$ cat config.mk
export PLATFORM = sky130hd
export DESIGN_NAME = cave_automaton_smoothing_step
export DESIGN_NICKNAME = d
export VERILOG_FILES = /design/src/rtl/cas_pkg.sv /design/src/rtl/cas_line_buffer.sv /design/src/rtl/cas_window.sv /design/src/rtl/cave_automaton_smoothing_step.sv
export SDC_FILE = /design/constraint.sdc
export NUM_CORES = 1
export LEC_CHECK = 0
export BUFFER_PORTS_ARGS = -buffer_cell sky130_fd_sc_hd__buf_2
export CAP_MARGIN = 15
export CORE_MARGIN = 2
export CORE_UTILIZATION = 62
export CTS_CLUSTER_SIZE = 25
export DETAILED_ROUTE_END_ITERATION = 8
export PLACE_DENSITY = 0.85
export SLEW_MARGIN = 20
export SYNTH_ARGS = -nofsm -noshare
export SYNTH_HDL_FRONTEND = slang
export SYNTH_SLANG_ARGS = --single-unit
export TNS_END_PERCENT = 100
$ cat constraint.sdc
create_clock -name clk -period 5.9 [get_ports clk]
set_input_delay 0 -clock clk [delete_from_list [all_inputs] [get_ports clk]]
set_output_delay 0 -clock clk [all_outputs]
set_load 0.005 [all_outputs]
$ cat src/rtl/cas_pkg.sv
// ----------------------------------------------------------------------------
// cas_pkg
// Shared types and constants for the cave smoothing step: grid size, counter
// widths and the structs passed between the line buffer, window and top level.
// ----------------------------------------------------------------------------
`default_nettype none

package cas_pkg;

    // Grid geometry
    localparam int GRID_ROWS = 64;
    localparam int GRID_COLS = 64;
    localparam int ROW_W     = $clog2(GRID_ROWS);
    localparam int COL_W     = $clog2(GRID_COLS);

    // Result and register widths
    localparam int COUNT_W   = 12;
    localparam int THRESH_W  = 4;
    localparam int NCOUNT_W  = 4;

    localparam logic [COUNT_W-1:0]  COUNT_MAX        = {COUNT_W{1'b1}};
    localparam logic [THRESH_W-1:0] THRESHOLD_RESET  = 4'd5;
    localparam logic [NCOUNT_W-1:0] NEIGHBOR_TOTAL   = 4'd8;

    typedef logic [ROW_W-1:0]    row_t;
    typedef logic [COL_W-1:0]    col_t;
    typedef logic [COUNT_W-1:0]  count_t;
    typedef logic [THRESH_W-1:0] thresh_t;
    typedef logic [NCOUNT_W-1:0] ncount_t;

    // Line buffer entry: bit 0 two rows above, bit 1 one row above
    typedef logic [1:0] lb_word_t;

    // Line buffer access request
    typedef struct packed {
        logic     rd_en;
        col_t     rd_addr;
        logic     wr_en;
        col_t     wr_addr;
        lb_word_t wr_data;
    } lb_req_t;

    // Window rule decision for the cell entering the window center
    typedef struct packed {
        logic next_is_wall;
        logic flip;
    } rule_t;

endpackage

`default_nettype wire

$ cat src/rtl/cas_line_buffer.sv
// ----------------------------------------------------------------------------
// cas_line_buffer
// Two line buffers held as one memory of GRID_COLS two-bit entries, one
// entry per column. Registered read, single write port.
// ----------------------------------------------------------------------------
`default_nettype none

module cas_line_buffer (
    input  wire logic              clk,
    input  wire cas_pkg::lb_req_t  req,
    output cas_pkg::lb_word_t      rd_data
);

    cas_pkg::lb_word_t mem [cas_pkg::GRID_COLS];
    cas_pkg::lb_word_t rd_data_reg;

    // Read and write the column memory
    always_ff @(posedge clk)
    begin
        if (req.rd_en)
        begin
            rd_data_reg <= mem[req.rd_addr];
        end
        if (req.wr_en)
        begin
            mem[req.wr_addr] <= req.wr_data;
        end
    end

    assign rd_data = rd_data_reg;

endmodule

`default_nettype wire

$ cat src/rtl/cas_window.sv
// ----------------------------------------------------------------------------
// cas_window
// 3x3 window of cells, shifted one column per transaction, with the
// eight-neighbor wall count and the flip rule for the center cell.
// ----------------------------------------------------------------------------
`default_nettype none

module cas_window (
    input  wire logic              clk,
    input  wire logic              rst_n,
    input  wire logic              shift_en,
    input  wire logic [2:0]        col_in,
    input  wire cas_pkg::thresh_t  threshold,
    output cas_pkg::rule_t         rule
);

    logic [8:0]        window_reg;
    logic [8:0]        window_next;
    logic [7:0]        neighbors;
    logic              center;
    cas_pkg::ncount_t  walls;
    cas_pkg::ncount_t  floors;

    // Shift the new column in, oldest column in the low bits
    assign window_next = {col_in, window_reg[8:3]};
    assign center      = window_next[4];
    assign neighbors   = {window_next[8:5], window_next[3:0]};

    // Count walls among the eight neighbors
    always_comb
    begin
        walls = '0;
        for (int k = 0; k < 8; k++)
        begin
            walls = walls + cas_pkg::ncount_t'(neighbors[k]);
        end
    end

    assign floors = cas_pkg::NEIGHBOR_TOTAL - walls;

    // Flip a wall with enough floor neighbors, or a floor with enough walls
    always_comb
    begin
        if (center)
        begin
            rule.flip = (floors >= threshold);
        end
        else
        begin
            rule.flip = (walls >= threshold);
        end
        rule.next_is_wall = center ^ rule.flip;
    end

    // Hold the window between transactions
    always_ff @(posedge clk or negedge rst_n)
    begin
        if (!rst_n)
        begin
            window_reg <= '0;
        end
        else if (shift_en)
        begin
            window_reg <= window_next;
        end
    end

endmodule

`default_nettype wire

$ cat src/rtl/cave_automaton_smoothing_step.sv
// ----------------------------------------------------------------------------
// cave_automaton_smoothing_step
// One generation of the cave smoothing automaton over a raster cell stream.
// Emits each interior cell's next value one row and one column behind input.
// ----------------------------------------------------------------------------
//
//  channel | signals                                                               | dir
//  --------+-----------------------------------------------------------------------+----
//  input   | in_valid, in_ready, cell_is_wall                                      | in
//  result  | out_valid, out_ready, new_is_wall, cell_changed, change_count, last_of_frame | out
//  config  | cfg_wr_en, cfg_wr_data (flip_threshold)                               | in
//
//  One cell per clock sustained unless the result register stalls. The
//  accepting edge loads the cell into the window stage and reads its column
//  from the line buffer; a firing window stage shifts the window and loads
//  the result register. Reset clears the window, position counters and flip
//  total and sets the threshold to 5; the line buffer is not cleared. A
//  stalled result register holds the window stage, which holds the input.
//
`default_nettype none

module cave_automaton_smoothing_step (
    input  wire logic                   clk,
    input  wire logic                   rst_n,
    input  wire logic                   cfg_wr_en,
    input  wire cas_pkg::thresh_t       cfg_wr_data,
    input  wire logic                   in_valid,
    output logic                        in_ready,
    input  wire logic                   cell_is_wall,
    output logic                        out_valid,
    input  wire logic                   out_ready,
    output logic                        new_is_wall,
    output logic                        cell_changed,
    output cas_pkg::count_t             change_count,
    output logic                        last_of_frame
);

    // Configuration
    cas_pkg::thresh_t  flip_threshold_reg;

    // Input stage position
    cas_pkg::row_t     row_pos_reg;
    cas_pkg::col_t     col_pos_reg;

    // Window stage
    logic              s1_valid_reg;
    logic              s1_cell_reg;
    cas_pkg::row_t     s1_row_reg;
    cas_pkg::col_t     s1_col_reg;

    // Result register
    logic              out_valid_reg;
    logic              new_is_wall_reg;
    logic              cell_changed_reg;
    cas_pkg::count_t   change_count_reg;
    logic              last_of_frame_reg;

    cas_pkg::count_t   flip_total_reg;
    cas_pkg::count_t   flip_total_next;
    cas_pkg::count_t   flip_base;

    logic              in_fire;
    logic              s1_fire;
    logic              out_free;
    logic              s1_produces;
    logic              s1_frame_start;
    logic              s1_last;
    cas_pkg::lb_req_t  lb_req;
    cas_pkg::lb_word_t lb_rd_data;
    cas_pkg::rule_t    rule;

    // Handshake
    assign out_free = !out_valid_reg || out_ready;
    assign s1_fire  = s1_valid_reg && out_free;
    assign in_ready = !s1_valid_reg || s1_fire;
    assign in_fire  = in_valid && in_ready;

    // Threshold register
    always_ff @(posedge clk or negedge rst_n)
    begin
        if (!rst_n)
        begin
            flip_threshold_reg <= cas_pkg::THRESHOLD_RESET;
        end
        else if (cfg_wr_en)
        begin
            flip_threshold_reg <= cfg_wr_data;
        end
    end

    // Advance the raster position on each input transaction
    always_ff @(posedge clk or negedge rst_n)
    begin
        if (!rst_n)
        begin
            row_pos_reg <= '0;
            col_pos_reg <= '0;
        end
        else if (in_fire)
        begin
            if (col_pos_reg == cas_pkg::col_t'(cas_pkg::GRID_COLS - 1))
            begin
                col_pos_reg <= '0;
                if (row_pos_reg == cas_pkg::row_t'(cas_pkg::GRID_ROWS - 1))
                begin
                    row_pos_reg <= '0;
                end
                else
                begin
                    row_pos_reg <= row_pos_reg + cas_pkg::row_t'(1);
                end
            end
            else
            begin
                col_pos_reg <= col_pos_reg + cas_pkg::col_t'(1);
            end
        end
    end

    // Window stage control
    always_ff @(posedge clk or negedge rst_n)
    begin
        if (!rst_n)
        begin
            s1_valid_reg <= 1'b0;
        end
        else if (in_ready)
        begin
            s1_valid_reg <= in_valid;
        end
    end

    // Window stage payload
    always_ff @(posedge clk)
    begin
        if (in_fire)
        begin
            s1_cell_reg <= cell_is_wall;
            s1_row_reg  <= row_pos_reg;
            s1_col_reg  <= col_pos_reg;
        end
    end

    // Read on input, write back the shifted column from the window stage
    always_comb
    begin
        lb_req.rd_en   = in_fire;
        lb_req.rd_addr = col_pos_reg;
        lb_req.wr_en   = s1_fire;
        lb_req.wr_addr = s1_col_reg;
        lb_req.wr_data = {s1_cell_reg, lb_rd_data[1]};
    end

    cas_line_buffer u_line_buffer (
        .clk     (clk),
        .req     (lb_req),
        .rd_data (lb_rd_data)
    );

    cas_window u_window (
        .clk       (clk),
        .rst_n     (rst_n),
        .shift_en  (s1_fire),
        .col_in    ({s1_cell_reg, lb_rd_data[1], lb_rd_data[0]}),
        .threshold (flip_threshold_reg),
        .rule      (rule)
    );

    // Interior test and frame boundaries
    assign s1_produces    = (s1_row_reg >= cas_pkg::row_t'(2)) &&
                            (s1_col_reg >= cas_pkg::col_t'(2));
    assign s1_frame_start = (s1_row_reg == '0) && (s1_col_reg == '0);
    assign s1_last        = (s1_row_reg == cas_pkg::row_t'(cas_pkg::GRID_ROWS - 1)) &&
                            (s1_col_reg == cas_pkg::col_t'(cas_pkg::GRID_COLS - 1));

    // Clear the total at frame start, count flips with saturation
    always_comb
    begin
        flip_base       = s1_frame_start ? '0 : flip_total_reg;
        flip_total_next = flip_base;
        if (s1_produces && rule.flip && (flip_base != cas_pkg::COUNT_MAX))
        begin
            flip_total_next = flip_base + cas_pkg::count_t'(1);
        end
    end

    always_ff @(posedge clk or negedge rst_n)
    begin
        if (!rst_n)
        begin
            flip_total_reg <= '0;
        end
        else if (s1_fire)
        begin
            flip_total_reg <= flip_total_next;
        end
    end

    // Result register control
    always_ff @(posedge clk or negedge rst_n)
    begin
        if (!rst_n)
        begin
            out_valid_reg <= 1'b0;
        end
        else if (out_free)
        begin
            out_valid_reg <= s1_fire && s1_produces;
        end
    end

    // Result register payload
    always_ff @(posedge clk)
    begin
        if (s1_fire && s1_produces)
        begin
            new_is_wall_reg   <= rule.next_is_wall;
            cell_changed_reg  <= rule.flip;
            change_count_reg  <= flip_total_next;
            last_of_frame_reg <= s1_last;
        end
    end

    assign out_valid     = out_valid_reg;
    assign new_is_wall   = new_is_wall_reg;
    assign cell_changed  = cell_changed_reg;
    assign change_count  = change_count_reg;
    assign last_of_frame = last_of_frame_reg;

endmodule

`default_nettype wire

==> summary.txt <==
status = finished, final reports clean
Starting Density = 62.78%
Final setup viols = 0
Crit. End Element = flip-flop
GRT Util Overall = 26.96%
worst-path fanout max = 15
RSZ-0062 raised after global routing = false
Logic pwr share = 37.3%
EDFF count, synth = 158
CP Data Required Time = 6240 ps
CTS Buffer Depth = 2
achievable frequency = 191.6 MHz
Max Slew Vio Count = 0
Synth async-reset ratio = 18.56%
die area = 14910 um2
IR drop worst, VDD = 0.0002825 V
CTS Root Cell = clkbuf_16
synthesized flop and latch total = 194
Synth area leader = edfxtp_1
largest net degree at the start of global routing = 66
TNS Setup = 0 ps
DRT antenna net count = 0
chip width = 122.1 um
Rows = 43
final hold viol count = 0
DRT iter0 DRCs = 758
Slew HR = 41.76%
multiplexer share of the synthesized area = 8.595%
part of the cycle the worst path needs = 88.45%
die height = 122.1 um
post-synthesis adder-cell area fraction = 2.952%
Worst Tran Pin Value = 873.6 ps
Worst-Skew Late Latency = 440 ps
ys flop type = edfxtp_1
compound-cell area share of the yosys netlist = 6.150%
Residual DRC = 0
CP Launch Type = flip-flop
IO Port Bufs = 26
core area = 13770 um2
Post-Synthesis Cells = 624
initial antenna violation count = 0
mapped cell area = 8647 um2
share of cells above drive strength 1 = 16.82%
n_diodes = 0
syn avg cell area = 13.86 um2
CTS Buf Count = 17
WL/cell = 21.65 um
Hold WC Path Type = in2async
Max Cap Viol = 0
Post-Syn Nets = 652
Int Pwr = 3.123 mW
static leakage = 3.276 nW
Worst Clk Skew = 15.15 ps
I/O pin count = 27
CTS tree = built
first-pass GRT wire length = 29560 um
switching fraction of total power = 37.07%
Largest register FFs = 128
# clock sinks = 194
DR vias = 5537
area delta synth->final = 11.71%
H-tree Lvls = 4
Routed WL = 18450 um
Synth top area share = 54.87%
clk slew on worst S/H paths = 70 ps
Sw Pwr = 1.840 mW
Tmin final = 5219 ps
Final nets = 687
largest cells by area after synthesis = edfxtp_1, dfrtp_1, mux4_2, nor2_1, nand2_1
sequential share of the synthesized area = 65.32%
Seq pwr share = 39.5%
Unique masters post-synth = 54
Routability Congestion = 0.8813
Pre-antenna DRT Iters = 5
Simple-Gate Fraction of Synth Area = 13.60%
Power Dens Cells = 513.8 nW/um2
crit path DAT = 5560 ps
Synth Area in XOR/XNOR = 0.9116%
vias in the first global route = 5595
via density per instance = 6.499
total congestion overflow = 0
CP Class = reg2reg
largest family of logic cells by synthesized area = simple AND/OR/NAND/NOR gates
clock power share = 23.2%
Ys Warns = 0
Worst Hold Slack = 211.5 ps
Detail Placement HPWL = 11180 um
[placed cells by master (no fill, tap or decap), types with 4 or more instances in the layout]
cell type      instances
nand3b_1               8
and2_1                 4
inv_1                 17
dlygate4sd3_1         16
nor3_1                 4
nand3_1               24
nand2_1               49
o211ai_1               9
dfrtp_1               33
clkbuf_16             17
inv_8                  5
ha_1                  14
edfxtp_1             158
o21ai_0               31
nand4_1                9
mux4_2                32
or3_1                 11
xnor2_1                6
buf_2                 26
nor2_1                80
a31oi_1                6
nor2b_1                7
a22oi_1                4
buf_4                  6
a21oi_1               14
fa_1                   4
nand2b_1               6
or4_1                 12
[critical path, stage by stage, from the launching register on]
cell      delay [ps]
dfrtp_1          390
ha_1             280
inv_1             40
fa_1             500
fa_1             440
fa_1             420
fa_1             400
xnor2_1          300
nor2_1           120
xor2_1           160
ha_1             270
o21ai_0          110
a211oi_1         410
nand4_1          500
or4_1            680
o211ai_1         110
[routing by layer]
metal  wire [um]  global-route usage, %  vias up
met2        9793                  46.96      281
met3        1409                  7.210       44
met4         420                  9.339        0
met1        6826                  32.63     2767
li1            -                      -     2445
met5           0                      0        -
[repair_timing]
item,in CTS,in global routing
resized for setup,0,0
endpoints found under the hold margin,42,0
hold buffers,16,0
buffers inserted,0,0
[Yosys cell counts, drive strengths merged, types with 9 or more instances]
cell type,number
nor2,80
o211ai,9
buf,9
or4,13
o21ai,31
inv,17
or3,12
nand4,9
clkbuf,23
nand3,25
nand2,49
dfrtp,34
ha,14
mux4,32
a21oi,14
edfxtp,158
[logic make-up (layout without fill, tap and decap cells)]
logic type                 after synthesis  in the layout
adders and majority gates               18             18
DFF                                    194            194
AOI/OAI and AO/OA                       84             84
xor gates and xnor gates                 9              9
and+or+nand+nor                        235            235
buffers and inverters                   50             98
muxes                                   34             34
[power groups by stage]
stage,Clock [mW],Combinational (mW),Sequential (mW)
after floorplan,0,1.48,1.89
after global placement,0,1.69,1.97
after detailed placement,0,1.80,1.98
after CTS,1.16,1.83,1.95
after global routing,1.22,2.07,1.99
final,1.15,1.85,1.96
[stage by stage]
| step | cell area [um2] | worst slack [ps] | utilization (%) | std cells | power, mW |
|---|---|---|---|---|---|
| floorplan | 8647 | 471.1 | - | 624 | 3.361 |
| global placement | 8902 | 990.4 | 64.63 | 804 | 3.654 |
| detailed placement | 8902 | 734.5 | 64.63 | 804 | 3.785 |
| CTS | 9659 | 730.1 | 70.13 | 852 | 4.948 |
| global route | 9659 | 367.9 | 70.13 | 852 | 5.272 |
| finish | 9659 | 681.4 | 70.13 | 852 | 4.963 |
[area by class of cell]
class | count | area [um2]
flip-flops and latches | 194 | 5649
fillers | 888 | 4114
multi-input cells | 380 | 2785
clock buffers | 17 | 425.4
repair buffers | 48 | 335.3
well taps | 180 | 225.2
clock inverters | 15 | 171.4
inverters | 18 | 67.56
[worst paths after layout]
| kind | to | slack [ps] | from | cells after the start |
|---|---|---|---|---|
| max reg2reg | flip_total_reg[4] | 680 | u_window.window_reg[4] | 15 |
| min reg2reg | u_window.window_reg[4] | 510 | u_window.window_reg[4] | 2 |
| max | flip_total_reg[4] | 680 | u_window.window_reg[4] | 15 |
| min | flip_threshold_reg[3] | 210 | rst_n | 2 |
| min in group clk | s1_cell_reg | 300 | cell_is_wall | 2 |
| max in group asynchronous | col_pos_reg[1] | 5070 | rst_n | 2 |
Note: power is estimated with default switching activity, not from simulation.
